--- src/movable_feast_dates_defines.svh ---
// assertion macros shared by the movable feast date block
`ifndef MOVABLE_FEAST_DATES_DEFINES_SVH
`define MOVABLE_FEAST_DATES_DEFINES_SVH

// cause implies effect a fixed number of cycles later
`define MFD_ASSERT_LATER(label, clk, rst_n, cause, effect, lat, msg) \
    label: assert property (@(posedge clk) disable iff (!rst_n) \
        (cause) |-> ##(lat) (effect)) else $error(msg);

// effect implies cause a fixed number of cycles earlier
`define MFD_ASSERT_EARLIER(label, clk, rst_n, effect, cause, lat, msg) \
    label: assert property (@(posedge clk) disable iff (!rst_n) \
        (effect) |-> $past((cause), (lat))) else $error(msg);

// condition implies property in the same cycle
`define MFD_ASSERT_IMPLY(label, clk, rst_n, cond, prop, msg) \
    label: assert property (@(posedge clk) disable iff (!rst_n) \
        (cond) |-> (prop)) else $error(msg);

`endif

--- src/mfd_pkg.sv ---
// types, constants and the date conversion function of the movable feast date block
`timescale 1ns / 1ps

package mfd_pkg;

    // cycles from an accepted item to its result strobe
    localparam int LATENCY = 8;

    // month starts after march as days since march 1; offsets here stay below 128
    localparam int MONTHS = 4;
    localparam logic [6:0] MONTH_START [0:MONTHS-1] = '{7'd31, 7'd61, 7'd92, 7'd122};

    localparam logic [4:0] FEB_DAYS_COMMON = 5'd28;

    // easter found for one item, handed to the date stage
    typedef struct packed {
        logic       valid;
        logic       leap;
        logic [5:0] off;
    } t_easter_item;

    typedef struct packed {
        logic [3:0] mon;
        logic [4:0] dom;
    } t_date;

    // days since march 1 (negative reaches into february) to month and day
    function automatic t_date date_of(input logic signed [7:0] off, input logic leap);
        t_date             r;
        logic [4:0]        feb;
        logic signed [8:0] dn;
        logic [6:0]        base;
        logic [7:0]        dd;
        r    = '0;
        feb  = FEB_DAYS_COMMON + {4'b0, leap};
        base = '0;
        dn   = '0;
        dd   = '0;
        if (off < 8'sd0) begin
            // february, counted back from its last day
            dn    = $signed({4'b0, feb}) + $signed({off[7], off}) + 9'sd1;
            r.mon = 4'd2;
            r.dom = (dn < 9'sd1) ? 5'd1 : dn[4:0];
        end else begin
            r.mon = 4'd3;
            for (int j = 0; j < MONTHS; j++) begin
                if (off >= $signed({1'b0, MONTH_START[j]})) begin
                    r.mon = 4'(j + 4);
                    base  = MONTH_START[j];
                end
            end
            dd    = off - {1'b0, base} + 8'd1;
            r.dom = dd[4:0];
        end
        return r;
    endfunction

endpackage

--- src/movable_feast_dates.sv ---
// top level of the movable feast date block
// usage:
//   raise start with a year on i_year; the item is taken at a rising edge with
//   start high and busy low. busy stays low, so a new year may be given in
//   every cycle.
//   each item yields one result: easter, carnival start and end, good friday,
//   ascension and whitsuntide as month and day. the result sits on the o_
//   ports for one cycle with o_strobe high, once the item has passed the
//   easter stages and the registered date stage; results come out
//   in the order the years came in.
//   throughput is one item per cycle; the pipeline is the chain of constant
//   divisions (seven stages) followed by the date conversion stage.
//   the receiver cannot stall; results must be taken when o_strobe is high.
//   a synchronous reset on i_rst_n drops all items in flight; the first
//   item may be given in the cycle after reset is released.
`timescale 1ns / 1ps
`include "movable_feast_dates_defines.svh"

module movable_feast_dates (
    input  logic        i_clk,
    input  logic        i_rst_n,
    input  logic        start,
    output logic        busy,
    input  logic [15:0] i_year,
    output logic        o_strobe,
    output logic [2:0]  o_easter_mon,
    output logic [4:0]  o_easter_dom,
    output logic [1:0]  o_carnival_start_mon,
    output logic [4:0]  o_carnival_start_dom,
    output logic [1:0]  o_carnival_end_mon,
    output logic [4:0]  o_carnival_end_dom,
    output logic [2:0]  o_good_friday_mon,
    output logic [4:0]  o_good_friday_dom,
    output logic [2:0]  o_ascension_mon,
    output logic [4:0]  o_ascension_dom,
    output logic [2:0]  o_whitsun_mon,
    output logic [4:0]  o_whitsun_dom
);

    logic                  w_accept;
    mfd_pkg::t_easter_item w_item;

    // the pipeline never holds off an item
    assign busy     = 1'b0;
    assign w_accept = start && !busy;

    // easter computus stages
    mfd_easter u_easter (
        .i_clk    (i_clk),
        .i_rst_n  (i_rst_n),
        .i_accept (w_accept),
        .i_year   (i_year),
        .o_item   (w_item)
    );

    // calendar stage
    mfd_dates u_dates (
        .i_clk                (i_clk),
        .i_rst_n              (i_rst_n),
        .i_item               (w_item),
        .o_strobe             (o_strobe),
        .o_easter_mon         (o_easter_mon),
        .o_easter_dom         (o_easter_dom),
        .o_carnival_start_mon (o_carnival_start_mon),
        .o_carnival_start_dom (o_carnival_start_dom),
        .o_carnival_end_mon   (o_carnival_end_mon),
        .o_carnival_end_dom   (o_carnival_end_dom),
        .o_good_friday_mon    (o_good_friday_mon),
        .o_good_friday_dom    (o_good_friday_dom),
        .o_ascension_mon      (o_ascension_mon),
        .o_ascension_dom      (o_ascension_dom),
        .o_whitsun_mon        (o_whitsun_mon),
        .o_whitsun_dom        (o_whitsun_dom)
    );

    // every accepted item comes out after the pipeline latency
    `MFD_ASSERT_LATER(a_item_out, i_clk, i_rst_n, w_accept, o_strobe, mfd_pkg::LATENCY, "item lost in pipeline")
    // no result without an item taken that many cycles before
    `MFD_ASSERT_EARLIER(a_no_extra, i_clk, i_rst_n, o_strobe, w_accept, mfd_pkg::LATENCY, "result without item")
    // easter falls in march or april and whitsuntide in may or june
    `MFD_ASSERT_IMPLY(a_month_range, i_clk, i_rst_n, o_strobe, ((o_easter_mon == 3'd3) || (o_easter_mon == 3'd4)) && ((o_whitsun_mon == 3'd5) || (o_whitsun_mon == 3'd6)), "feast month out of range")

endmodule

--- src/mfd_easter.sv ---
// seven stage pipeline computing easter as days since march 1 plus the leap flag
`timescale 1ns / 1ps

module mfd_easter (
    input  logic                 i_clk,
    input  logic                 i_rst_n,
    input  logic                 i_accept,
    input  logic [15:0]          i_year,
    output mfd_pkg::t_easter_item o_item
);

    // valid bits, one per stage
    logic [6:0] r_vld;
    logic [6:0] n_vld;

    // stage 1: reciprocal products for year / 100 and year / 19
    logic [15:0] r_y1;
    logic [32:0] r_p100;
    logic [31:0] r_p19;

    // stage 2: a, b, c, f, leap
    logic [4:0]  r_a2;
    logic [9:0]  r_b2;
    logic [6:0]  r_c2;
    logic [4:0]  r_f2;
    logic        r_leap2;

    // stage 3: g and the partial sum for h
    logic [7:0]  r_g3;
    logic [9:0]  r_s3;
    logic [4:0]  r_a3;
    logic [1:0]  r_e3;
    logic [4:0]  r_i3;
    logic [1:0]  r_k3;
    logic        r_leap3;

    // stage 4: sum for h and its reciprocal product
    logic [9:0]  r_x4;
    logic [21:0] r_px4;
    logic [4:0]  r_a4;
    logic [1:0]  r_e4;
    logic [4:0]  r_i4;
    logic [1:0]  r_k4;
    logic        r_leap4;

    // stage 5: h and the sum for l
    logic [4:0]  r_h5;
    logic [6:0]  r_lx5;
    logic [4:0]  r_a5;
    logic        r_leap5;

    // stage 6: l
    logic [4:0]  r_h6;
    logic [2:0]  r_l6;
    logic [4:0]  r_a6;
    logic        r_leap6;

    // stage 7: easter offset
    logic [5:0]  r_off7;
    logic        r_leap7;

    // stage 1 logic
    logic [32:0] n_p100;
    logic [31:0] n_p19;
    // stage 2 logic
    logic [9:0]  w_b;
    logic [11:0] w_q19;
    logic [15:0] w_a16;
    logic [15:0] w_c16;
    logic [10:0] w_b8;
    logic [15:0] w_pf;
    logic        w_leap;
    // stage 3 logic
    logic [9:0]  w_gx;
    logic [19:0] w_pg;
    logic [10:0] w_s;
    // stage 4 logic
    logic [9:0]  w_x;
    // stage 5 logic
    logic [9:0]  w_h10;
    // stage 6 logic
    logic [13:0] w_pl;
    logic [6:0]  w_l7;
    // stage 7 logic
    logic [8:0]  w_mv;
    logic        w_m;
    logic [5:0]  w_off;

    assign n_vld = {r_vld[5:0], i_accept};

    // valid chain
    always_ff @(posedge i_clk) begin
        if (!i_rst_n) begin
            r_vld <= '0;
        end else begin
            r_vld <= n_vld;
        end
    end

    // divisions by constants as multiply and shift, then remainders
    always_comb begin
        n_p100 = {17'b0, i_year} * 33'd83887;
        n_p19  = {16'b0, i_year} * 32'd55189;

        w_b    = r_p100[32:23];
        w_q19  = r_p19[31:20];
        w_a16  = r_y1 - {4'b0, w_q19} * 16'd19;
        w_c16  = r_y1 - {6'b0, w_b} * 16'd100;
        w_leap = ((r_y1[1:0] == 2'd0) && (w_c16[6:0] != 7'd0))
              || ((w_c16[6:0] == 7'd0) && (w_b[1:0] == 2'd0));
        w_b8   = {1'b0, w_b} + 11'd8;
        w_pf   = {5'b0, w_b8} * 16'd41;

        w_gx   = r_b2 - {5'b0, r_f2} + 10'd1;
        w_pg   = {10'b0, w_gx} * 20'd683;
        w_s    = {6'b0, r_a2} * 11'd19 + {1'b0, r_b2} - {3'b0, r_b2[9:2]} + 11'd15;

        w_x    = r_s3 - {2'b0, r_g3};

        w_h10  = r_x4 - {4'b0, r_px4[21:16]} * 10'd30;

        w_pl   = {7'b0, r_lx5} * 14'd147;
        w_l7   = r_lx5 - {3'b0, w_pl[13:10]} * 7'd7;

        w_mv   = {4'b0, r_a6} + {4'b0, r_h6} * 9'd11 + {6'b0, r_l6} * 9'd22;
        w_m    = (w_mv >= 9'd451);
        w_off  = {1'b0, r_h6} + {3'b0, r_l6} + 6'd21 - (w_m ? 6'd7 : 6'd0);
    end

    // stage payload registers
    always_ff @(posedge i_clk) begin
        r_y1    <= i_year;
        r_p100  <= n_p100;
        r_p19   <= n_p19;

        r_a2    <= w_a16[4:0];
        r_b2    <= w_b;
        r_c2    <= w_c16[6:0];
        r_f2    <= w_pf[14:10];
        r_leap2 <= w_leap;

        r_g3    <= w_pg[18:11];
        r_s3    <= w_s[9:0];
        r_a3    <= r_a2;
        r_e3    <= r_b2[1:0];
        r_i3    <= r_c2[6:2];
        r_k3    <= r_c2[1:0];
        r_leap3 <= r_leap2;

        r_x4    <= w_x;
        r_px4   <= {12'b0, w_x} * 22'd2185;
        r_a4    <= r_a3;
        r_e4    <= r_e3;
        r_i4    <= r_i3;
        r_k4    <= r_k3;
        r_leap4 <= r_leap3;

        r_h5    <= w_h10[4:0];
        r_lx5   <= 7'd32 + {4'b0, r_e4, 1'b0} + {1'b0, r_i4, 1'b0}
                 - {2'b0, w_h10[4:0]} - {5'b0, r_k4};
        r_a5    <= r_a4;
        r_leap5 <= r_leap4;

        r_h6    <= r_h5;
        r_l6    <= w_l7[2:0];
        r_a6    <= r_a5;
        r_leap6 <= r_leap5;

        r_off7  <= w_off;
        r_leap7 <= r_leap6;
    end

    assign o_item.valid = r_vld[6];
    assign o_item.leap  = r_leap7;
    assign o_item.off   = r_off7;

endmodule

--- src/mfd_dates.sv ---
// final stage turning the easter offset into six month and day pairs
`timescale 1ns / 1ps

module mfd_dates (
    input  logic                  i_clk,
    input  logic                  i_rst_n,
    input  mfd_pkg::t_easter_item i_item,
    output logic                  o_strobe,
    output logic [2:0]            o_easter_mon,
    output logic [4:0]            o_easter_dom,
    output logic [1:0]            o_carnival_start_mon,
    output logic [4:0]            o_carnival_start_dom,
    output logic [1:0]            o_carnival_end_mon,
    output logic [4:0]            o_carnival_end_dom,
    output logic [2:0]            o_good_friday_mon,
    output logic [4:0]            o_good_friday_dom,
    output logic [2:0]            o_ascension_mon,
    output logic [4:0]            o_ascension_dom,
    output logic [2:0]            o_whitsun_mon,
    output logic [4:0]            o_whitsun_dom
);

    logic signed [7:0] w_off_e;
    mfd_pkg::t_date    w_easter;
    mfd_pkg::t_date    w_cs;
    mfd_pkg::t_date    w_ce;
    mfd_pkg::t_date    w_gf;
    mfd_pkg::t_date    w_asc;
    mfd_pkg::t_date    w_wh;
    logic              r_strobe;

    // offsets of each feast from march 1
    always_comb begin
        w_off_e  = $signed({2'b0, i_item.off});
        w_easter = mfd_pkg::date_of(w_off_e, i_item.leap);
        w_cs     = mfd_pkg::date_of(w_off_e - 8'sd49, i_item.leap);
        w_ce     = mfd_pkg::date_of(w_off_e - 8'sd47, i_item.leap);
        w_gf     = mfd_pkg::date_of(w_off_e - 8'sd2, i_item.leap);
        w_asc    = mfd_pkg::date_of(w_off_e + 8'sd39, i_item.leap);
        w_wh     = mfd_pkg::date_of(w_off_e + 8'sd49, i_item.leap);
    end

    // result strobe
    always_ff @(posedge i_clk) begin
        if (!i_rst_n) begin
            r_strobe <= 1'b0;
        end else begin
            r_strobe <= i_item.valid;
        end
    end

    // result registers
    always_ff @(posedge i_clk) begin
        o_easter_mon         <= w_easter.mon[2:0];
        o_easter_dom         <= w_easter.dom;
        o_carnival_start_mon <= w_cs.mon[1:0];
        o_carnival_start_dom <= w_cs.dom;
        o_carnival_end_mon   <= w_ce.mon[1:0];
        o_carnival_end_dom   <= w_ce.dom;
        o_good_friday_mon    <= w_gf.mon[2:0];
        o_good_friday_dom    <= w_gf.dom;
        o_ascension_mon      <= w_asc.mon[2:0];
        o_ascension_dom      <= w_asc.dom;
        o_whitsun_mon        <= w_wh.mon[2:0];
        o_whitsun_dom        <= w_wh.dom;
    end

    assign o_strobe = r_strobe;

endmodule

--- config.mk ---
export PLATFORM = sky130hd
export DESIGN_NAME = movable_feast_dates
export DESIGN_NICKNAME = d
export VERILOG_FILES = /design/src/mfd_pkg.sv /design/src/movable_feast_dates.sv /design/src/mfd_easter.sv /design/src/mfd_dates.sv
export VERILOG_INCLUDE_DIRS = /design/src /design/src/src
export SDC_FILE = /design/constraint.sdc
export NUM_CORES = 1
export LEC_CHECK = 0
export ABC_AREA = 1
export BUFFER_PORTS_ARGS = -buffer_cell sky130_fd_sc_hd__clkbuf_2
export CAP_MARGIN = 0
export CORE_AREA = 2 2 285 287
export CTS_BUF_LIST = sky130_fd_sc_hd__clkbuf_8
export CTS_CLUSTER_DIAMETER = 100
export CTS_CLUSTER_SIZE = 12
export DETAILED_ROUTE_END_ITERATION = 6
export DIE_AREA = 0 0 287 289
export RECOVER_POWER = 25
export SLEW_MARGIN = 10
export SYNTH_ARGS = -nofsm -noshare
export SYNTH_HDL_FRONTEND = slang
export SYNTH_SLANG_ARGS = --single-unit
--- constraint.sdc ---
create_clock -name i_clk -period 12.75 [get_ports i_clk]
set_input_delay 0 -clock i_clk [delete_from_list [all_inputs] [get_ports i_clk]]
set_output_delay 0 -clock i_clk [all_outputs]
set_load 0.05 [all_outputs]
Yosys cells after proc, flatten, opt, wreduce, memory -nomap -nowiden
Index checks and enable logic that the tools add are counted.
Widths: inputs -> output; s select.
- $add $sub $neg: 48
- multipliers: 13
- order comparisons: 33
- muxes and demuxes: 59
- reductions and logical operators: 12
- operators by type and width (cell ; count):
    $mux 5 ; 37
    $ge 7x7->1 const B ; 7
    $ge 7x8->1 const B ; 6
    $add 9x2->9 const B ; 5
    $lt 9x2->1 const B ; 5
    $mux 3 ; 14
    $sub 5x5->5 ; 8
    $ge 7x6->1 const B ; 5
    $lt 7x1->1 const B ; 5
    $mul 16x17->33 const B ; 1
    $mul 16x16->32 const B ; 1
    $add 5x1->5 const B ; 6
    $add 6x7->8 ; 3
    $mul 10x12->22 const B ; 1
    $sub 10x8->10 ; 2
    $mul 10x10->19 const B ; 1
    $add 5x7->8 ; 2
    $mul 11x6->15 const B ; 1
    $reduce_or 3->1 ; 5
    $add 6x6->7 const B ; 2
    $ge 7x5->1 const B ; 2
    $mul 7x8->14 const B ; 1
    $sub 6x6->7 const B ; 2
    $mul 12x5->5 const B ; 1
    34 further kinds ; 42
- register bits after elaboration: 268
- input port bits: 19
- output and inout bits: 48
- logic and storage cells: 216

Depth between registers and ports, before layout
- depth after elaboration: 10
- mapped depth: 28
- mapped depth without buffers: 28

Modules after synthesis
From an unflattened synthesis, not the netlist that was laid out.
- cell total of the unflattened synthesis: 2782
- area total of the unflattened synthesis: 24290.8 um^2
- modules (own cells, without submodules) (module ; times used ; cells each ; area an instance (um^2) ; seq. area each (um^2)):
    mfd_easter ; 1 ; 2326 ; 20843.7 ; 3062.9
    mfd_dates ; 1 ; 454 ; 3435.8 ; 940.9
    movable_feast_dates ; 1 ; 2 ; 11.3 ; 0.0

Worst setup path after synthesis
OpenSTA, ideal clock, no wires.
- path type: register -> register
- from: register u_easter.r_l6[1]
- to: register u_easter.r_off7[4]
- library setup time: 0.118 ns
- data arrival time: 5.526 ns
- required time: 12.632 ns
- slack: 7.106 ns
- cell stages (with the launch flop): 23
- buffers on the path: 0
- clock period less this slack: 5.644 ns
- path through: dfxtp_1 ha_1 ha_1 fa_1 inv_1 fa_1 fa_1 fa_1 inv_1 ha_1 a21oi_1 and2_1 xor2_1 nand3_1 nor3b_1 and3_1 ha_1 inv_1 fa_1 ha_1 inv_1 fa_1 xnor2_1
- word-level cells in the longest chain between the ends: 5
- elaborated cells between the ends (all ways): 7
- classes of those cells: 4 x add/sub; 1 x mul; 1 x order compare; 1 x mux
- RTL lines (what ; line ; text):
    from (decl) ; mfd_easter.sv:54 ; logic [2:0] r_l6;
    from (signal assigned) ; mfd_easter.sv:165 ; r_l6 <= w_l7[2:0];
    $mul 3x4->7 ; mfd_easter.sv:125 ; w_mv = {4'b0, r_a6} + {4'b0, r_h6} * 9'd11 + {6'b0, r_l6} * 9'd22;
    $add 9x8->9 ; mfd_easter.sv:125 ;
    $ge 9x9->1 ; mfd_easter.sv:126 ; w_m = (w_mv >= 9'd451);
    $mux 3 ; mfd_easter.sv:127 ; w_off = {1'b0, r_h6} + {3'b0, r_l6} + 6'd21 - (w_m ? 6'd7 : 6'd0);
    $sub 6x6->6 * ; mfd_easter.sv:127 ;
    named net u_easter.w_off[4] ; mfd_easter.sv:87 ; logic [5:0] w_off;
    to (signal assigned) ; mfd_easter.sv:169 ; r_off7 <= w_off;
    to (decl) ; mfd_easter.sv:59 ; logic [5:0] r_off7;
Mark *: on every way through the listed nets, which the timed path passes. The rest lies on a longest branch.
A chain may end at the register's enable or synchronous reset.

Worst setup path after layout
- from: register u_easter.r_l6[1]
- to: register u_easter.r_off7[3]
The elaborated chain is that of the path after synthesis.

==> summary.md <==
| Metric | Value |
|---|---|
| Result of the run | `finished, final reports clean` |
| Unrepaired setup endpoints after global routing | `no` |
| Vias in the first global route | `16,700` |
| Slew HR | `40.4%` |
| Post-synth cell types | `57` |
| Type of the tightest min-delay check | `reg -> reg` |
| Resized cells post-CTS | `0` |
| Highest Clock Rate | `166 MHz` |
| Number of nets with antenna violations after routing | `0` |
| PortBufs | `65` |
| Width of the die | `287 µm` |
| Post-Syn Area | `23,800 µm²` |
| Number of buffers created by CTS | `17` |
| Final-report setup violation count | `0` |
| First-pass GRT wire length | `83.1 mm` |
| Critical Path Sink Type | `register` |
| Final critical-path share of the clock period | `47.2%` |
| Avg Vias per Cell | `4.35` |
| Number of synthesized flops with an enable pin | `0` |
| Maximum number of pins on one net before global-route repair | `20` |
| Accumulated negative setup slack | `0 ps` |
| Total clock sinks | `200` |
| Worst R2R Path Depth | `23` |
| Fin. Hold Viols | `0` |
| Detailed-route DRC error count | `0` |
| Clock-pin slew on the worst setup and hold paths | `100 ps` |
| Synthesis Warnings | `0` |
| Avg WL per Cell | `13.0 µm` |
| Critical path required time | `13,190 ps` |
| Hold bufs inserted after CTS | `10` |
| Crit-path max FO | `5` |
| Iteration-0 DRC Markers | `780` |
| Sum of overflow across all layers after global routing | `0` |
| Routability congestion estimate from global placement | `0.873` |
| Syn-to-layout area delta | `8.73%` |
| GRT Overall Usage | `12.4%` |
| Part of the Yosys area used for sequential elements | `16.8%` |
| Area of the multi-input gates | `17,400 µm²` |
| Net count after synthesis | `3,445` |
| Fin nets | `3,532` |
| Share of flip-flops with an asynchronous set or reset | `0%` |
| CTS tree | `yes` |
| Transition time at the pin with the least slew margin | `894 ps` |
| Startpoint Class | `register` |
| Final slew viol count | `0` |
| Most frequent cell after synthesis | `sky130_fd_sc_hd__inv_1` |
| Most used flip-flop cell after synthesis | `sky130_fd_sc_hd__dfxtp_1` |
| Deepest clock path buffer count | `2` |
| Initial antenna violation count | `2` |
| Register cell area after layout | `4000 µm²` |
| Post-Route Skew | `8.76 ps` |
| Row cnt | `104` |
| DPL Wire Length | `43.3 mm` |
| Filler instances | `8,392` |
| WHS Path Cells | `0` |
| Total vias in the final route | `16,400` |
| Std-Cell Core Area | `79,900 µm²` |
| Skew-Pair Late Insertion Delay | `490 ps` |
| Number of detailed-routing iterations run before antenna repair | `6` |
| Number of levels in the clock H-tree | `4` |
| Setup Crit Path Kind | `reg -> reg` |
| Max-cap violations | `0` |
| Post CTS Setup Buffer Count | `0` |
| Starting Density | `29.8%` |
| Fraction of layout instances using a drive strength above 1 | `5.23%` |
| Floorplan die area | `82,900 µm²` |
| Min cycle time layout | `6010 ps` |
| Root Buffer Master | `sky130_fd_sc_hd__clkbuf_8` |
| Average cell area after synthesis | `9.11 µm²` |
| Number of synthesized register bits | `200` |
| Most instantiated cells after synthesis | `608 x sky130_fd_sc_hd__inv_1, 550 x sky130_fd_sc_hd__ha_1, 313 x sky130_fd_sc_hd__nand2_1` |
| Top cells by area, synth | `sky130_fd_sc_hd__ha_1 29%, sky130_fd_sc_hd__fa_1 22%, sky130_fd_sc_hd__dfxtp_1 17%, sky130_fd_sc_hd__inv_1 9.6%, sky130_fd_sc_hd__nand2_1 4.9%` |
| IO Pins | `67` |
| Yosys top cell by area | `sky130_fd_sc_hd__ha_1` |
| Routed Wire Length | `49.1 mm` |
| Vertical die dimension | `289 µm` |
| Cell count after synthesis | `2,613` |
| Share of the synthesized area in the top cell type | `28.9%` |
| Arrival time at the worst endpoint | `6460 ps` |
## registers in the layout (all words and copies together) (netlist names), 6 cells and up
signal / count
u_easter.r_c2: 7
u_easter.r_vld: 7
u_easter.r_lx5: 7
u_easter.r_s3: 10
u_easter.r_off7: 6
u_easter.r_g3: 8
u_easter.r_p100: 10
u_easter.r_y1: 7
u_easter.r_b2: 10
## kinds of logic after synthesis
kind of cell | Yosys count | synth area share [%]
XOR/XNOR | 153 | 5.66
flip-flops | 200 | 16.8
AO/OA/AOI/OAI | 245 | 5.87
AND/OR/NAND/NOR | 572 | 10.6
other | 1 | 0.0158
adder cells (fa/ha/maj) | 813 | 51.0
buffers and inverters | 629 | 10.0
## placed cells by master (no fill, tap or decap), types with 5 or more instances in the layout
cell | netlist | final
sky130_fd_sc_hd__inv_1 | 608 | 608
sky130_fd_sc_hd__ha_1 | 550 | 550
sky130_fd_sc_hd__nand2_1 | 313 | 313
sky130_fd_sc_hd__fa_1 | 263 | 263
sky130_fd_sc_hd__dfxtp_1 | 200 | 200
sky130_fd_sc_hd__a21oi_1 | 113 | 113
sky130_fd_sc_hd__nor2_1 | 91 | 91
sky130_fd_sc_hd__xor2_1 | 89 | 89
sky130_fd_sc_hd__nand3_1 | 86 | 86
sky130_fd_sc_hd__o21ai_0 | 66 | 66
sky130_fd_sc_hd__xnor2_1 | 63 | 63
sky130_fd_sc_hd__clkbuf_2 | 0 | 59
sky130_fd_sc_hd__nand4_1 | 21 | 21
sky130_fd_sc_hd__clkbuf_8 | 0 | 18
sky130_fd_sc_hd__a31oi_1 | 12 | 12
sky130_fd_sc_hd__inv_2 | 12 | 12
sky130_fd_sc_hd__a21o_1 | 12 | 12
sky130_fd_sc_hd__nor4_1 | 10 | 10
sky130_fd_sc_hd__nor3_1 | 10 | 10
sky130_fd_sc_hd__dlygate4sd3_1 | 0 | 10
sky130_fd_sc_hd__nand2_2 | 9 | 9
sky130_fd_sc_hd__o211ai_1 | 7 | 7
sky130_fd_sc_hd__nand3_2 | 7 | 7
sky130_fd_sc_hd__or2_2 | 6 | 6
sky130_fd_sc_hd__clkbuf_1 | 2 | 6
sky130_fd_sc_hd__a211oi_1 | 5 | 5
sky130_fd_sc_hd__o31ai_1 | 5 | 5
sky130_fd_sc_hd__nand3b_1 | 5 | 5
sky130_fd_sc_hd__inv_8 | 0 | 5
## cell type report
class                           count  area share (%)
Antenna cell                        2          0.0193
Clock buffer                       18           0.957
Clock inverter                     14           0.493
Inverter                          622            9.04
Multi-Input combinational cell   1784            67.3
Sequential cell                   200            15.5
Tap cell                         1060            5.12
Timing Repair Buffer               75            1.61
## layer usage
layer / GRT usage (%) / routed length [µm]
met4: 2.49 / 548
met1: 16.5 / 23500
met5: 0 / 0
met2: 21.4 / 23300
met3: 1.80 / 1640
## critical path, cell delays in order (launching register included)
cell                      delay, ps
sky130_fd_sc_hd__dfxtp_1        440
sky130_fd_sc_hd__ha_1           270
sky130_fd_sc_hd__ha_1           230
sky130_fd_sc_hd__fa_1           540
sky130_fd_sc_hd__inv_1           50
sky130_fd_sc_hd__fa_1           500
sky130_fd_sc_hd__fa_1           450
sky130_fd_sc_hd__fa_1           550
sky130_fd_sc_hd__inv_1           40
sky130_fd_sc_hd__ha_1           340
sky130_fd_sc_hd__a21oi_1        130
sky130_fd_sc_hd__and2_1         160
sky130_fd_sc_hd__o21ai_0         80
sky130_fd_sc_hd__a21oi_1        180
sky130_fd_sc_hd__nor2_1          70
sky130_fd_sc_hd__nor3b_1        190
sky130_fd_sc_hd__and3_1         260
sky130_fd_sc_hd__ha_1           250
sky130_fd_sc_hd__inv_1           70
sky130_fd_sc_hd__fa_1           420
sky130_fd_sc_hd__ha_1           230
sky130_fd_sc_hd__inv_1           70
sky130_fd_sc_hd__fa_1           400
sky130_fd_sc_hd__inv_1           50
## metrics by stage
stage / cells / hold WS [ps] / instance area (µm²) / setup WS [ps] / utilization (%)
after CTS: 3773 / 286 / 25900 / 6730 / 32.4
after global placement: 3731 / 186 / 25400 / 6860 / 31.8
after detailed placement: 3731 / 195 / 25400 / 6790 / 31.8
after floorplan: 2613 / 27.7 / 23800 / 7110 / -
after global routing: 3775 / 335 / 25900 / 6240 / 32.4
final: 3775 / 334 / 25900 / 6740 / 32.4
## worst paths after layout
check                    from  slack [ps]                 end
max          u_easter.r_l6[1]        6740  u_easter.r_off7[3]
min          u_easter.r_c2[6]         330    u_easter.r_i3[4]
max reg2reg  u_easter.r_l6[1]        6740  u_easter.r_off7[3]
min reg2reg  u_easter.r_c2[6]         330    u_easter.r_i3[4]
Power is left out: the tool's default activity adds up to more than one toggle a clock period on the data nets, which glitch-free logic cannot reach.
